**src/rtl/lmrt_pkg.sv**
```systemverilog
// ----------------------------------------------------------------------------
// lmrt_pkg
// Shared constants and controller/datapath interface types for the look-back
// maximum ratio tracker.
// ----------------------------------------------------------------------------
package lmrt_pkg;

    localparam int PRICE_W   = 32;
    localparam int RATIO_W   = 32;
    localparam int LB_W      = 4;
    localparam int DIV_STEPS = 32;
    localparam int STEP_W    = $clog2(DIV_STEPS);

    localparam logic [LB_W-1:0]    LB_RESET  = 4'd5;
    localparam logic [RATIO_W-1:0] RATIO_ONE = 32'h0100_0000;
    localparam logic [RATIO_W-1:0] RATIO_SAT = 32'hFFFF_FFFF;

    typedef struct packed {
        logic load;
        logic scan;
        logic commit;
        logic div_init;
        logic div_step;
        logic out_load;
    } ctrl_cmd_t;

    typedef struct packed {
        logic scan_last;
        logic skip_div;
        logic div_last;
        logic out_free;
    } dp_status_t;

endpackage

```
**src/rtl/lmrt_ram.sv**
```systemverilog
// ----------------------------------------------------------------------------
// lmrt_ram
// Generic single-write, single-read RAM with a registered read port.
// ----------------------------------------------------------------------------
module lmrt_ram #(
    parameter int WIDTH = 32,
    parameter int DEPTH = 16
) (
    input  logic                     aclk,
    input  logic                     we,
    input  logic [$clog2(DEPTH)-1:0] waddr,
    input  logic [WIDTH-1:0]         wdata,
    input  logic [$clog2(DEPTH)-1:0] raddr,
    output logic [WIDTH-1:0]         rdata
);

    logic [WIDTH-1:0] mem_reg [DEPTH];
    logic [WIDTH-1:0] rd_data_reg;

    always_ff @(posedge aclk) begin
        if (we) begin
            mem_reg[waddr] <= wdata;
        end
        rd_data_reg <= mem_reg[raddr];
    end

    assign rdata = rd_data_reg;

endmodule

```
**src/rtl/lmrt_ctrl.sv**
```systemverilog
// ----------------------------------------------------------------------------
// lmrt_ctrl
// Sequencing state machine: accepts a sample, scans the window unless it starts
// a new path, commits the new price, runs the divider unless it is skipped and
// hands the result to the output register.
module lmrt_ctrl (
    input  logic                  aclk,
    input  logic                  aresetn,
    input  logic                  s_tvalid,
    input  logic                  s_tuser,
    output logic                  s_tready,
    input  lmrt_pkg::dp_status_t  status,
    output lmrt_pkg::ctrl_cmd_t   cmd
);

    typedef enum logic [6:0] {
        ST_IDLE     = 7'b000_0001,
        ST_SCAN     = 7'b000_0010,
        ST_DRAIN    = 7'b000_0100,
        ST_COMMIT   = 7'b000_1000,
        ST_DIV_INIT = 7'b001_0000,
        ST_DIV      = 7'b010_0000,
        ST_DONE     = 7'b100_0000
    } state_t;

    state_t state_reg;
    state_t state_next;

    always_ff @(posedge aclk) begin
        if (!aresetn) begin
            state_reg <= ST_IDLE;
        end else begin
            state_reg <= state_next;
        end
    end

    assign s_tready = (state_reg == ST_IDLE);

    always_comb begin
        state_next = state_reg;
        cmd        = '0;
        unique case (state_reg)
            ST_IDLE: begin
                if (s_tvalid) begin
                    cmd.load   = 1'b1;
                    state_next = s_tuser ? ST_COMMIT : ST_SCAN;
                end
            end
            ST_SCAN: begin
                cmd.scan = 1'b1;
                if (status.scan_last) begin
                    state_next = ST_DRAIN;
                end
            end
            ST_DRAIN: begin
                state_next = ST_COMMIT;
            end
            ST_COMMIT: begin
                cmd.commit = 1'b1;
                state_next = ST_DIV_INIT;
            end
            ST_DIV_INIT: begin
                cmd.div_init = 1'b1;
                state_next   = status.skip_div ? ST_DONE : ST_DIV;
            end
            ST_DIV: begin
                cmd.div_step = 1'b1;
                if (status.div_last) begin
                    state_next = ST_DONE;
                end
            end
            ST_DONE: begin
                if (status.out_free) begin
                    cmd.out_load = 1'b1;
                    state_next   = ST_IDLE;
                end
            end
            default: begin
                state_next = ST_IDLE;
            end
        endcase
    end

endmodule

```
**src/rtl/lmrt_datapath.sv**
```systemverilog
// ----------------------------------------------------------------------------
// lmrt_datapath
// Price history RAM with fill tracking, window maximum scan, restoring
// divider for the Q8.24 ratio, configuration register and output register.
// ----------------------------------------------------------------------------
module lmrt_datapath #(
    parameter int MAX_LOOKBACK = 15
) (
    input  logic                                aclk,
    input  logic                                aresetn,
    input  lmrt_pkg::ctrl_cmd_t                 cmd,
    output lmrt_pkg::dp_status_t                status,
    input  logic [lmrt_pkg::PRICE_W-1:0]        s_tdata,
    input  logic                                s_tuser,
    input  logic                                cfg_valid,
    input  logic                                cfg_ready,
    input  logic [lmrt_pkg::LB_W-1:0]           cfg_data,
    output logic                                m_tvalid,
    input  logic                                m_tready,
    output logic [95:0]                         m_tdata,
    output logic                                m_tuser
);

    localparam int CW        = $clog2(MAX_LOOKBACK + 1);
    localparam int RAM_DEPTH = 1 << CW;
    localparam int PW        = lmrt_pkg::PRICE_W;
    localparam int SW        = lmrt_pkg::STEP_W;

    logic [lmrt_pkg::LB_W-1:0] lookback_reg;
    logic [PW-1:0]             price_reg;
    logic                      newp_reg;
    logic [CW-1:0]             a_reg;
    logic [CW-1:0]             idx_reg;
    logic [CW-1:0]             head_reg;
    logic [CW-1:0]             fill_reg;
    logic                      pend_reg;
    logic                      pend_ok_reg;
    logic [PW-1:0]             acc_reg;
    logic [PW-1:0]             wmax_reg;
    logic [PW-1:0]             prior_reg;
    logic [PW-1:0]             rem_reg;
    logic [PW-1:0]             lo_reg;
    logic [PW-1:0]             quo_reg;
    logic                      sat_reg;
    logic [SW-1:0]             step_reg;
    logic                      m_valid_reg;
    logic [95:0]               m_data_reg;
    logic                      m_user_reg;

    logic [CW-1:0] eff_a;
    logic [CW-1:0] rd_addr;
    logic [PW-1:0] rd_data;
    logic          price_zero;
    logic          ratio_ovf;
    logic          skip_div;
    logic [PW:0]   trial;
    logic [PW:0]   trial_diff;
    logic          trial_ge;

    always_comb begin
        if (32'(lookback_reg) > 32'(MAX_LOOKBACK)) begin
            eff_a = CW'(MAX_LOOKBACK);
        end else if (lookback_reg == '0) begin
            eff_a = CW'(1);
        end else begin
            eff_a = CW'(lookback_reg);
        end
    end

    assign rd_addr    = head_reg - idx_reg;
    assign price_zero = (price_reg == '0);
    assign ratio_ovf  = ({8'd0, wmax_reg} >= {price_reg, 8'd0});
    assign skip_div   = newp_reg | price_zero | ratio_ovf;
    assign trial      = {rem_reg, lo_reg[PW-1]};
    assign trial_diff = trial - {1'b0, price_reg};
    assign trial_ge   = (trial >= {1'b0, price_reg});

    lmrt_ram #(
        .WIDTH (PW),
        .DEPTH (RAM_DEPTH)
    ) u_ram (
        .aclk  (aclk),
        .we    (cmd.commit),
        .waddr (head_reg + CW'(1)),
        .wdata (price_reg),
        .raddr (rd_addr),
        .rdata (rd_data)
    );

    always_ff @(posedge aclk) begin
        if (!aresetn) begin
            lookback_reg <= lmrt_pkg::LB_RESET;
        end else if (cfg_valid && cfg_ready) begin
            lookback_reg <= cfg_data;
        end
    end

    always_ff @(posedge aclk) begin
        if (!aresetn) begin
            head_reg    <= '0;
            fill_reg    <= '0;
            pend_reg    <= 1'b0;
            m_valid_reg <= 1'b0;
        end else begin
            pend_reg <= cmd.scan;
            if (cmd.commit) begin
                head_reg <= head_reg + CW'(1);
                if (newp_reg) begin
                    fill_reg <= CW'(1);
                end else if (32'(fill_reg) < 32'(MAX_LOOKBACK)) begin
                    fill_reg <= fill_reg + CW'(1);
                end
            end
            if (cmd.out_load) begin
                m_valid_reg <= 1'b1;
            end else if (m_tready) begin
                m_valid_reg <= 1'b0;
            end
        end
    end

    always_ff @(posedge aclk) begin
        if (cmd.load) begin
            price_reg <= s_tdata;
            newp_reg  <= s_tuser;
            a_reg     <= eff_a;
            idx_reg   <= '0;
            acc_reg   <= '0;
        end else begin
            if (cmd.scan) begin
                idx_reg <= idx_reg + CW'(1);
            end
            if (pend_reg && pend_ok_reg && (rd_data > acc_reg)) begin
                acc_reg <= rd_data;
            end
        end
        pend_ok_reg <= (idx_reg < fill_reg);

        if (cmd.commit) begin
            if (newp_reg) begin
                wmax_reg  <= price_reg;
                prior_reg <= '0;
            end else begin
                wmax_reg  <= (price_reg > acc_reg) ? price_reg : acc_reg;
                prior_reg <= acc_reg;
            end
        end

        if (cmd.div_init) begin
            rem_reg  <= {8'd0, wmax_reg[PW-1:8]};
            lo_reg   <= {wmax_reg[7:0], 24'd0};
            step_reg <= '0;
            if (newp_reg) begin
                quo_reg <= lmrt_pkg::RATIO_ONE;
                sat_reg <= 1'b0;
            end else if (price_zero || ratio_ovf) begin
                quo_reg <= lmrt_pkg::RATIO_SAT;
                sat_reg <= 1'b1;
            end else begin
                quo_reg <= '0;
                sat_reg <= 1'b0;
            end
        end else if (cmd.div_step) begin
            rem_reg  <= trial_ge ? trial_diff[PW-1:0] : trial[PW-1:0];
            lo_reg   <= {lo_reg[PW-2:0], 1'b0};
            quo_reg  <= {quo_reg[PW-2:0], trial_ge};
            step_reg <= step_reg + SW'(1);
        end

        if (cmd.out_load) begin
            m_data_reg <= {prior_reg, wmax_reg, quo_reg};
            m_user_reg <= sat_reg;
        end
    end

    assign status.scan_last = (idx_reg == (a_reg - CW'(1)));
    assign status.skip_div  = skip_div;
    assign status.div_last  = (step_reg == SW'(lmrt_pkg::DIV_STEPS - 1));
    assign status.out_free  = !m_valid_reg || m_tready;

    assign m_tvalid = m_valid_reg;
    assign m_tdata  = m_data_reg;
    assign m_tuser  = m_user_reg;

endmodule

```
**src/rtl/lookback_max_ratio_tracker.sv**
```systemverilog
// ----------------------------------------------------------------------------
// lookback_max_ratio_tracker
// Sliding-window maximum over daily Q16.16 prices with a Q8.24 max/price
// ratio. One sample is processed at a time. For an ordinary sample the
// previous window is scanned out of the history RAM one entry per cycle,
// then the maximum settles, the price is stored and the divider is set up,
// and the bit-serial restoring divider produces one quotient bit per cycle.
// A zero price or a ratio that would overflow skips the divider; a new path
// skips both the scan and the divider. A finished result waits in the
// output register while the next sample is already accepted. The look-back
// register may be written only while the block is idle.
// ----------------------------------------------------------------------------
module lookback_max_ratio_tracker #(
    parameter int MAX_LOOKBACK = 15
) (
    input  logic        aclk,
    input  logic        aresetn,
    // tdata: price[31:0]
    input  logic [31:0] s_tdata,
    // tuser: new_path[0]
    input  logic        s_tuser,
    input  logic        s_tvalid,
    output logic        s_tready,
    input  logic [3:0]  cfg_data,
    input  logic        cfg_valid,
    output logic        cfg_ready,
    // tdata: ratio[31:0], window_max[63:32], prior_max[95:64]
    output logic [95:0] m_tdata,
    // tuser: saturated[0]
    output logic        m_tuser,
    output logic        m_tvalid,
    input  logic        m_tready
);

    lmrt_pkg::ctrl_cmd_t  cmd;
    lmrt_pkg::dp_status_t status;

    assign cfg_ready = 1'b1;

    lmrt_ctrl u_ctrl (
        .aclk     (aclk),
        .aresetn  (aresetn),
        .s_tvalid (s_tvalid),
        .s_tuser  (s_tuser),
        .s_tready (s_tready),
        .status   (status),
        .cmd      (cmd)
    );

    lmrt_datapath #(
        .MAX_LOOKBACK (MAX_LOOKBACK)
    ) u_dp (
        .aclk      (aclk),
        .aresetn   (aresetn),
        .cmd       (cmd),
        .status    (status),
        .s_tdata   (s_tdata),
        .s_tuser   (s_tuser),
        .cfg_valid (cfg_valid),
        .cfg_ready (cfg_ready),
        .cfg_data  (cfg_data),
        .m_tvalid  (m_tvalid),
        .m_tready  (m_tready),
        .m_tdata   (m_tdata),
        .m_tuser   (m_tuser)
    );

endmodule

```
**config.mk**
```make
export PLATFORM = sky130hd
export DESIGN_NAME = lookback_max_ratio_tracker
export DESIGN_NICKNAME = d
export VERILOG_FILES = /design/src/rtl/lmrt_pkg.sv /design/src/rtl/lmrt_ram.sv /design/src/rtl/lmrt_ctrl.sv /design/src/rtl/lmrt_datapath.sv /design/src/rtl/lookback_max_ratio_tracker.sv
export SDC_FILE = /design/constraint.sdc
export NUM_CORES = 1
export LEC_CHECK = 0
export ABC_AREA = 1
export BUFFER_PORTS_ARGS = -buffer_cell sky130_fd_sc_hd__buf_4
export CAP_MARGIN = 20
export CORE_MARGIN = 1
export CORE_UTILIZATION = 48
export CTS_CLUSTER_DIAMETER = 100
export CTS_CLUSTER_SIZE = 24
export DETAILED_ROUTE_END_ITERATION = 16
export PLACE_DENSITY = 0.74
export RECOVER_POWER = 50
export SLEW_MARGIN = 20
export SYNTH_ARGS = -nofsm -noshare
export SYNTH_HDL_FRONTEND = slang
export SYNTH_SLANG_ARGS = --single-unit
```
**constraint.sdc**
```tcl
create_clock -name aclk -period 9.7 [get_ports aclk]
set_input_delay 1.94 -clock aclk [delete_from_list [all_inputs] [get_ports aclk]]
set_output_delay 1.94 -clock aclk [all_outputs]
set_load 0.01 [all_outputs]
```
After elaboration in Yosys (flattened, before gate mapping)
Memory sizes are Yosys's and may differ from the RTL's. A register that Yosys moved wholly into a read port is not among the register bits.
Cells that the tools add are included.
{"block": "word_totals", "reg_bits": 334, "latch_bits": 0, "mem_bits_rw": 512, "mem_bits_ro": 0, "inputBits": 42, "out_inout_bits": 100, "wordCells": 96, "memories": 1}
{"block": "classes", "add_sub_neg": 7, "mul": 0, "div_mod_pow": 0, "n_lt_le_gt_ge": 6, "eq_ne": 13, "shifts": 0, "muxes": 33, "n_bitwise": 2, "n_reduce_logical": 12}
{"memory": "u_dp.u_ram.mem_reg", "words": 16, "word_bits": 32, "rd": 1, "rd_clocked_by_memory_dff": 1, "wr": 1, "line_no": "lmrt_ram.sv:17", "rtl": "logic [WIDTH-1:0] mem_reg [DEPTH];"}
{"operator": "$mux W32", "count": 9}
{"operator": "$gt A32 B32 Y1", "count": 2}
{"operator": "$pmux W7 S7", "count": 1}
{"operator": "$mux W24", "count": 2}
{"operator": "$ge A32 B40 Y1", "count": 1}
{"operator": "$mux W7", "count": 5}
{"operator": "$ge A33 B32 Y1", "count": 1}
{"operator": "$logic_not A32 Y1", "count": 1}
{"operator": "$sub A32 B32 Y32", "count": 1}
{"operator": "$mux W1", "count": 13}
{"operator": "$add A4 B1 Y4 const B", "count": 3}
{"operator": "$mux W4", "count": 3}
{"operator": "$ne A2 B2 Y1 const B", "count": 4}
{"operator": "$eq A7 B1 Y1 const B", "count": 1}
{"operator": "$eq A7 B2 Y1 const B", "count": 1}
{"operator": "$eq A7 B3 Y1 const B", "count": 1}
{"operator": "$eq A7 B4 Y1 const B", "count": 1}
{"operator": "$eq A7 B5 Y1 const B", "count": 1}
{"operator": "$eq A7 B6 Y1 const B", "count": 1}
{"operator": "$eq A7 B7 Y1 const B", "count": 1}
{"operator": "$reduce_bool A2 Y1", "count": 3}
{"operator": "$add A5 B1 Y5 const B", "count": 1}
{"operator": "$eq A5 B5 Y1 const B", "count": 1}
{"operator": "$eq A4 B4 Y1", "count": 1}
{"operator": "11 further kinds", "count": 14}

Depth between registers and ports, before layout
{"block": "logic_depth", "word_depth": 5, "mapped_depth": 17, "mapped_depth_nobuf": 16}

Cells and area by module
From an unflattened synthesis, not the netlist that was laid out.
{"block": "unflattened", "cells_unflattened": 4185, "hier_area_um2": 40859.2}
{"mod": "lmrt_ram", "instances": 1, "cells_each": 2120, "area_per_inst_um2": 22730.6, "seq_area_each_um2": 16015.4}
{"mod": "lmrt_datapath", "instances": 1, "cells_each": 1985, "area_per_inst_um2": 17596.9, "seq_area_each_um2": 9178.8}
{"mod": "lmrt_ctrl", "instances": 1, "cells_each": 78, "area_per_inst_um2": 520.5, "seq_area_each_um2": 140.1}
{"mod": "lookback_max_ratio_tracker", "instances": 1, "cells_each": 2, "area_per_inst_um2": 11.3, "seq_area_each_um2": 0.0}

Least setup slack after synthesis
No wires, ideal clock.
{"block": "synth_path", "path_kind": "in2reg", "from": "input port m_tready", "to": "register u_dp.m_data_reg[0] (netlist: u_dp.m_tdata[0]), enable pin", "setup_time_ns": 0.555, "t_arrival_ns": 6.062, "required_time_ns": 9.145, "path_slack_ns": 3.083, "path_stages": 2, "path_buffers": 0, "path_cell_list": "nor2_1 -> nor2_1"}
{"item": "start: declaration", "line_no": "lookback_max_ratio_tracker.sv:32", "rtl": "input logic m_tready"}
{"item": "end signal: assignment", "line_no": "lmrt_datapath.sv:171", "rtl": "m_data_reg <= {prior_reg, wmax_reg, quo_reg};"}
{"item": "end: declaration", "line_no": "lmrt_datapath.sv:47", "rtl": "logic [95:0] m_data_reg;"}

Worst setup path in the final report
{"block": "layout_path", "from": "register u_ctrl.state_reg[6]", "to": "memory u_dp.u_ram.mem_reg[2][10], enable pin"}
{"block": "layout_via", "elab_chain_len": 4}
{"item": "start: declaration", "line_no": "lmrt_ctrl.sv:26", "rtl": "state_t state_reg;"}
{"item": "start signal: assignment", "line_no": "lmrt_ctrl.sv:33", "rtl": "state_reg <= state_next;"}
{"item": "$eq A7 B4 Y1", "line_no": "lmrt_ctrl.sv:42", "rtl": "unique case (state_reg)"}
{"item": "$mux W1", "line_no": "lmrt_ctrl.sv:42"}
{"item": "$mux W1", "line_no": "lmrt_ram.sv:21", "rtl": "if (we) begin"}
{"item": "$mux W1 (not written as such)", "line_no": "lmrt_ram.sv:22", "rtl": "mem_reg[waddr] <= wdata;"}
{"item": "end: declaration", "line_no": "lmrt_ram.sv:17"}
Every way passes these cells.

==> run summary <==
root buf cell = clkbuf_16
GR Overflow Total = 0
setup_tns = 0 ps
H-tree depth = 2
initial detailed-routing violation count = 2527
maxcap violations = 9
final clock skew = 24.14 ps
clock power share = 19.6%
max reg flops = 512
Clock Path Buffers = 3
max frequency = 153.7 MHz
Die Ht = 285.8 µm
vias in the first global route = 23890
Static Leakage = 0.01632 µW
GPL Wtd Cong = 0.9360
syn nets = 3484
Yosys reg bits = 878
layout cell share with drive strength beyond 1 = 9.104%
Pins Over Slew Limit = 308
Pint = 6478 µW
clk sinks = 878
violated checks = capacitance limit, slew limit
count of final hold-check violations = 0
largest net degree at the start of global routing = 163
syn avg cell area = 11.70 µm²
Post-DP HPWL = 57690 µm
Switch Pwr = 3877 µW
initial antenna violation count = 0
first-pass GRT wire length = 142900 µm
status = complete, but fails checks
r2r setup slk = 3200 ps
CTS resizes = 0
Via density = 5.611
post-synth top area share = 60.20%
worst-path maximum fanout = 61
Die W = 285.8 µm
CTS tree = built
Crit Path Category = reg2reg
EDFF count, synth = 775
Setup crit start kind = flop
Synth warnings = 0
Yosys cell types = 54
fin nets = 3572
RSZ-0062 raised after global routing = false
P per Cell Area = 246.7 nW/µm²
Port Buffers = 140
Area Growth Syn to Fin = 8.557%
Post-DP Area = 40840 µm²
combinational share of power = 35.0%
synth cell count leaders = edfxtp_1 (775), nand2_1 (532), inv_1 (334)
vias post-DR = 25120
detailed-route DRC error count = 0
setup bufs post-CTS = 0
register area share after synthesis = 65.53%
Tightest Pin Transition = 3617 ps
max_slew headroom = -141.2%
IO Pins = 142
Area contributors post-synth = edfxtp_1 (60%), dfxtp_1 (5.3%), nand2_1 (5.2%)
maximum VDD drop = 0.2193 mV
CP Capture Type = flop
cts hold-fix bufs = 0
Synth area leader = edfxtp_1
TritonCTS Buffers = 43
R2R cell count = 9
Core ar. = 79390 µm²
clk slew on worst S/H paths = 100 ps
Final setup viols = 0
drt first pass iters = 5
Final Cycle Share = 67.06%
Final Cell Area = 41970 µm²
Mapped Area = 38660 µm²
Starting Density = 48.70%
worst hold stages = 0
CP Data Required Time = 9940 ps
gr usage total = 22.95%
most common cell in the synthesized netlist = edfxtp_1
Skew-Pair Late Insertion Delay = 630 ps
Reg power frac = 45.3%
worst hold-check path type = reg2reg
# rows = 103
die area = 81680 µm²
Detail Route Antenna Nets = 0
Data arrival, critical path = 6750 ps
Async S/R FF share, synth = 0%
detailed-route wire length = 94480 µm
fillers = 6749
Post-Synthesis Cells = 3304
wire length per cell = 21.10 µm
switching share of total power = 37.44%
antenna diode count = 0
ys flop type = edfxtp_1
Tmin final = 6505 ps
critical path: stages (launching register included):
cell,delay (ps)
dfxtp_1,350
nor2_1,160
nand2_1,150
inv_1,100
nand4_1,300
inv_1,500
clkbuf_1,2560
nand2_1,1040
nor2_4,330
buf_4,580
placed cells by master, fill, tap and decap left out, types with 5 or more instances in the layout:
cell | Yosys | layout
clkbuf_16 | 0 | 43
nand2_2 | 40 | 41
nand2_1 | 532 | 531
a31oi_1 | 34 | 34
nand3_1 | 115 | 115
o21ai_1 | 14 | 14
inv_1 | 334 | 335
nor2_2 | 5 | 5
nor2_4 | 1 | 17
clkbuf_4 | 0 | 20
o21ai_0 | 235 | 235
xor2_1 | 7 | 6
a21oi_1 | 286 | 286
clkbuf_1 | 78 | 65
nand3_2 | 27 | 27
nand4_1 | 28 | 28
xnor2_1 | 17 | 17
o21a_1 | 7 | 7
buf_4 | 20 | 134
nor3_1 | 17 | 17
ha_1 | 136 | 135
nand3b_1 | 33 | 33
nor2_1 | 174 | 158
o211ai_1 | 65 | 65
dfxtp_1 | 103 | 103
edfxtp_1 | 775 | 775
mux2i_1 | 128 | 128
power by group through the flow:
stage                     logic, µW  clock network, µW  registers [µW]
after CTS                      3610               2070            4680
after floorplan                2670                  0            4670
after global routing           4020               2180            4710
after detailed placement       3600                  0            4770
after global placement         3500                  0            4760
final                          3630               2030            4700
metal layers:
layer  track usage [%]  up-vias  routed length [µm]
met5                 0        -                   0
met2             37.73     1047               44630
met1             31.26    12120               39010
li1                  -    11780                   -
met3             3.046      177                7343
met4             8.316        0                3497
worst paths after layout:
kind | from | endpoint
worst max register to register | u_ctrl.state_reg[6] | u_dp.u_ram.mem_reg[2][10]
worst min-delay path | u_dp.prior_reg[26] | u_dp.m_tdata[90]
worst max-delay path | u_ctrl.state_reg[6] | u_dp.u_ram.mem_reg[2][10]
worst min register to register | u_dp.prior_reg[26] | u_dp.m_tdata[90]
cells by family (layout without fill, tap and decap cells):
kind of cell             Yosys count  in the layout  synth area share (%)
other                              1              1              0.009700
AO/OA/AOI/OAI                    659            659                 9.260
multiplexers                     128            128                 3.314
flip-flops                       878            878                 65.53
AND/OR/NAND/NOR                  987            987                 11.53
adder cells (fa/ha/maj)          138            138                 4.505
buffers and inverters            488            611                 5.263
XOR/XNOR                          25             25                0.5858
per-stage QoR:
| stage | util (%) | instances | worst slack (ps) | hold slack, ps | power [µW] |
|---|---|---|---|---|---|
| 4_1_cts | 53.04 | 4477 | 5089 | 425.3 | 10360 |
| 5_1_grt | 52.86 | 4477 | 2584 | 432.0 | 10920 |
| 6_report | 52.86 | 4477 | 3195 | 420.1 | 10360 |
| 2_1_floorplan | - | 3304 | 3083 | 400.3 | 7334 |
| 3_3_place_gp | 51.45 | 4397 | 5340 | 401.9 | 8263 |
| 3_5_place_dp | 51.45 | 4397 | 5108 | 404.5 | 8365 |
final cells by class:
cell class	count	area (µm²)	share of cell area, %
sequential	878	25330	60.37
multi-input combinational	1938	11460	27.31
tap	1050	1314	3.130
timing repair buffer	190	1308	3.116
inverter	341	1282	3.056
clock buffer	74	1202	2.865
clock inverter	6	63.81	0.1521
Power figures use the tool's default switching activity.
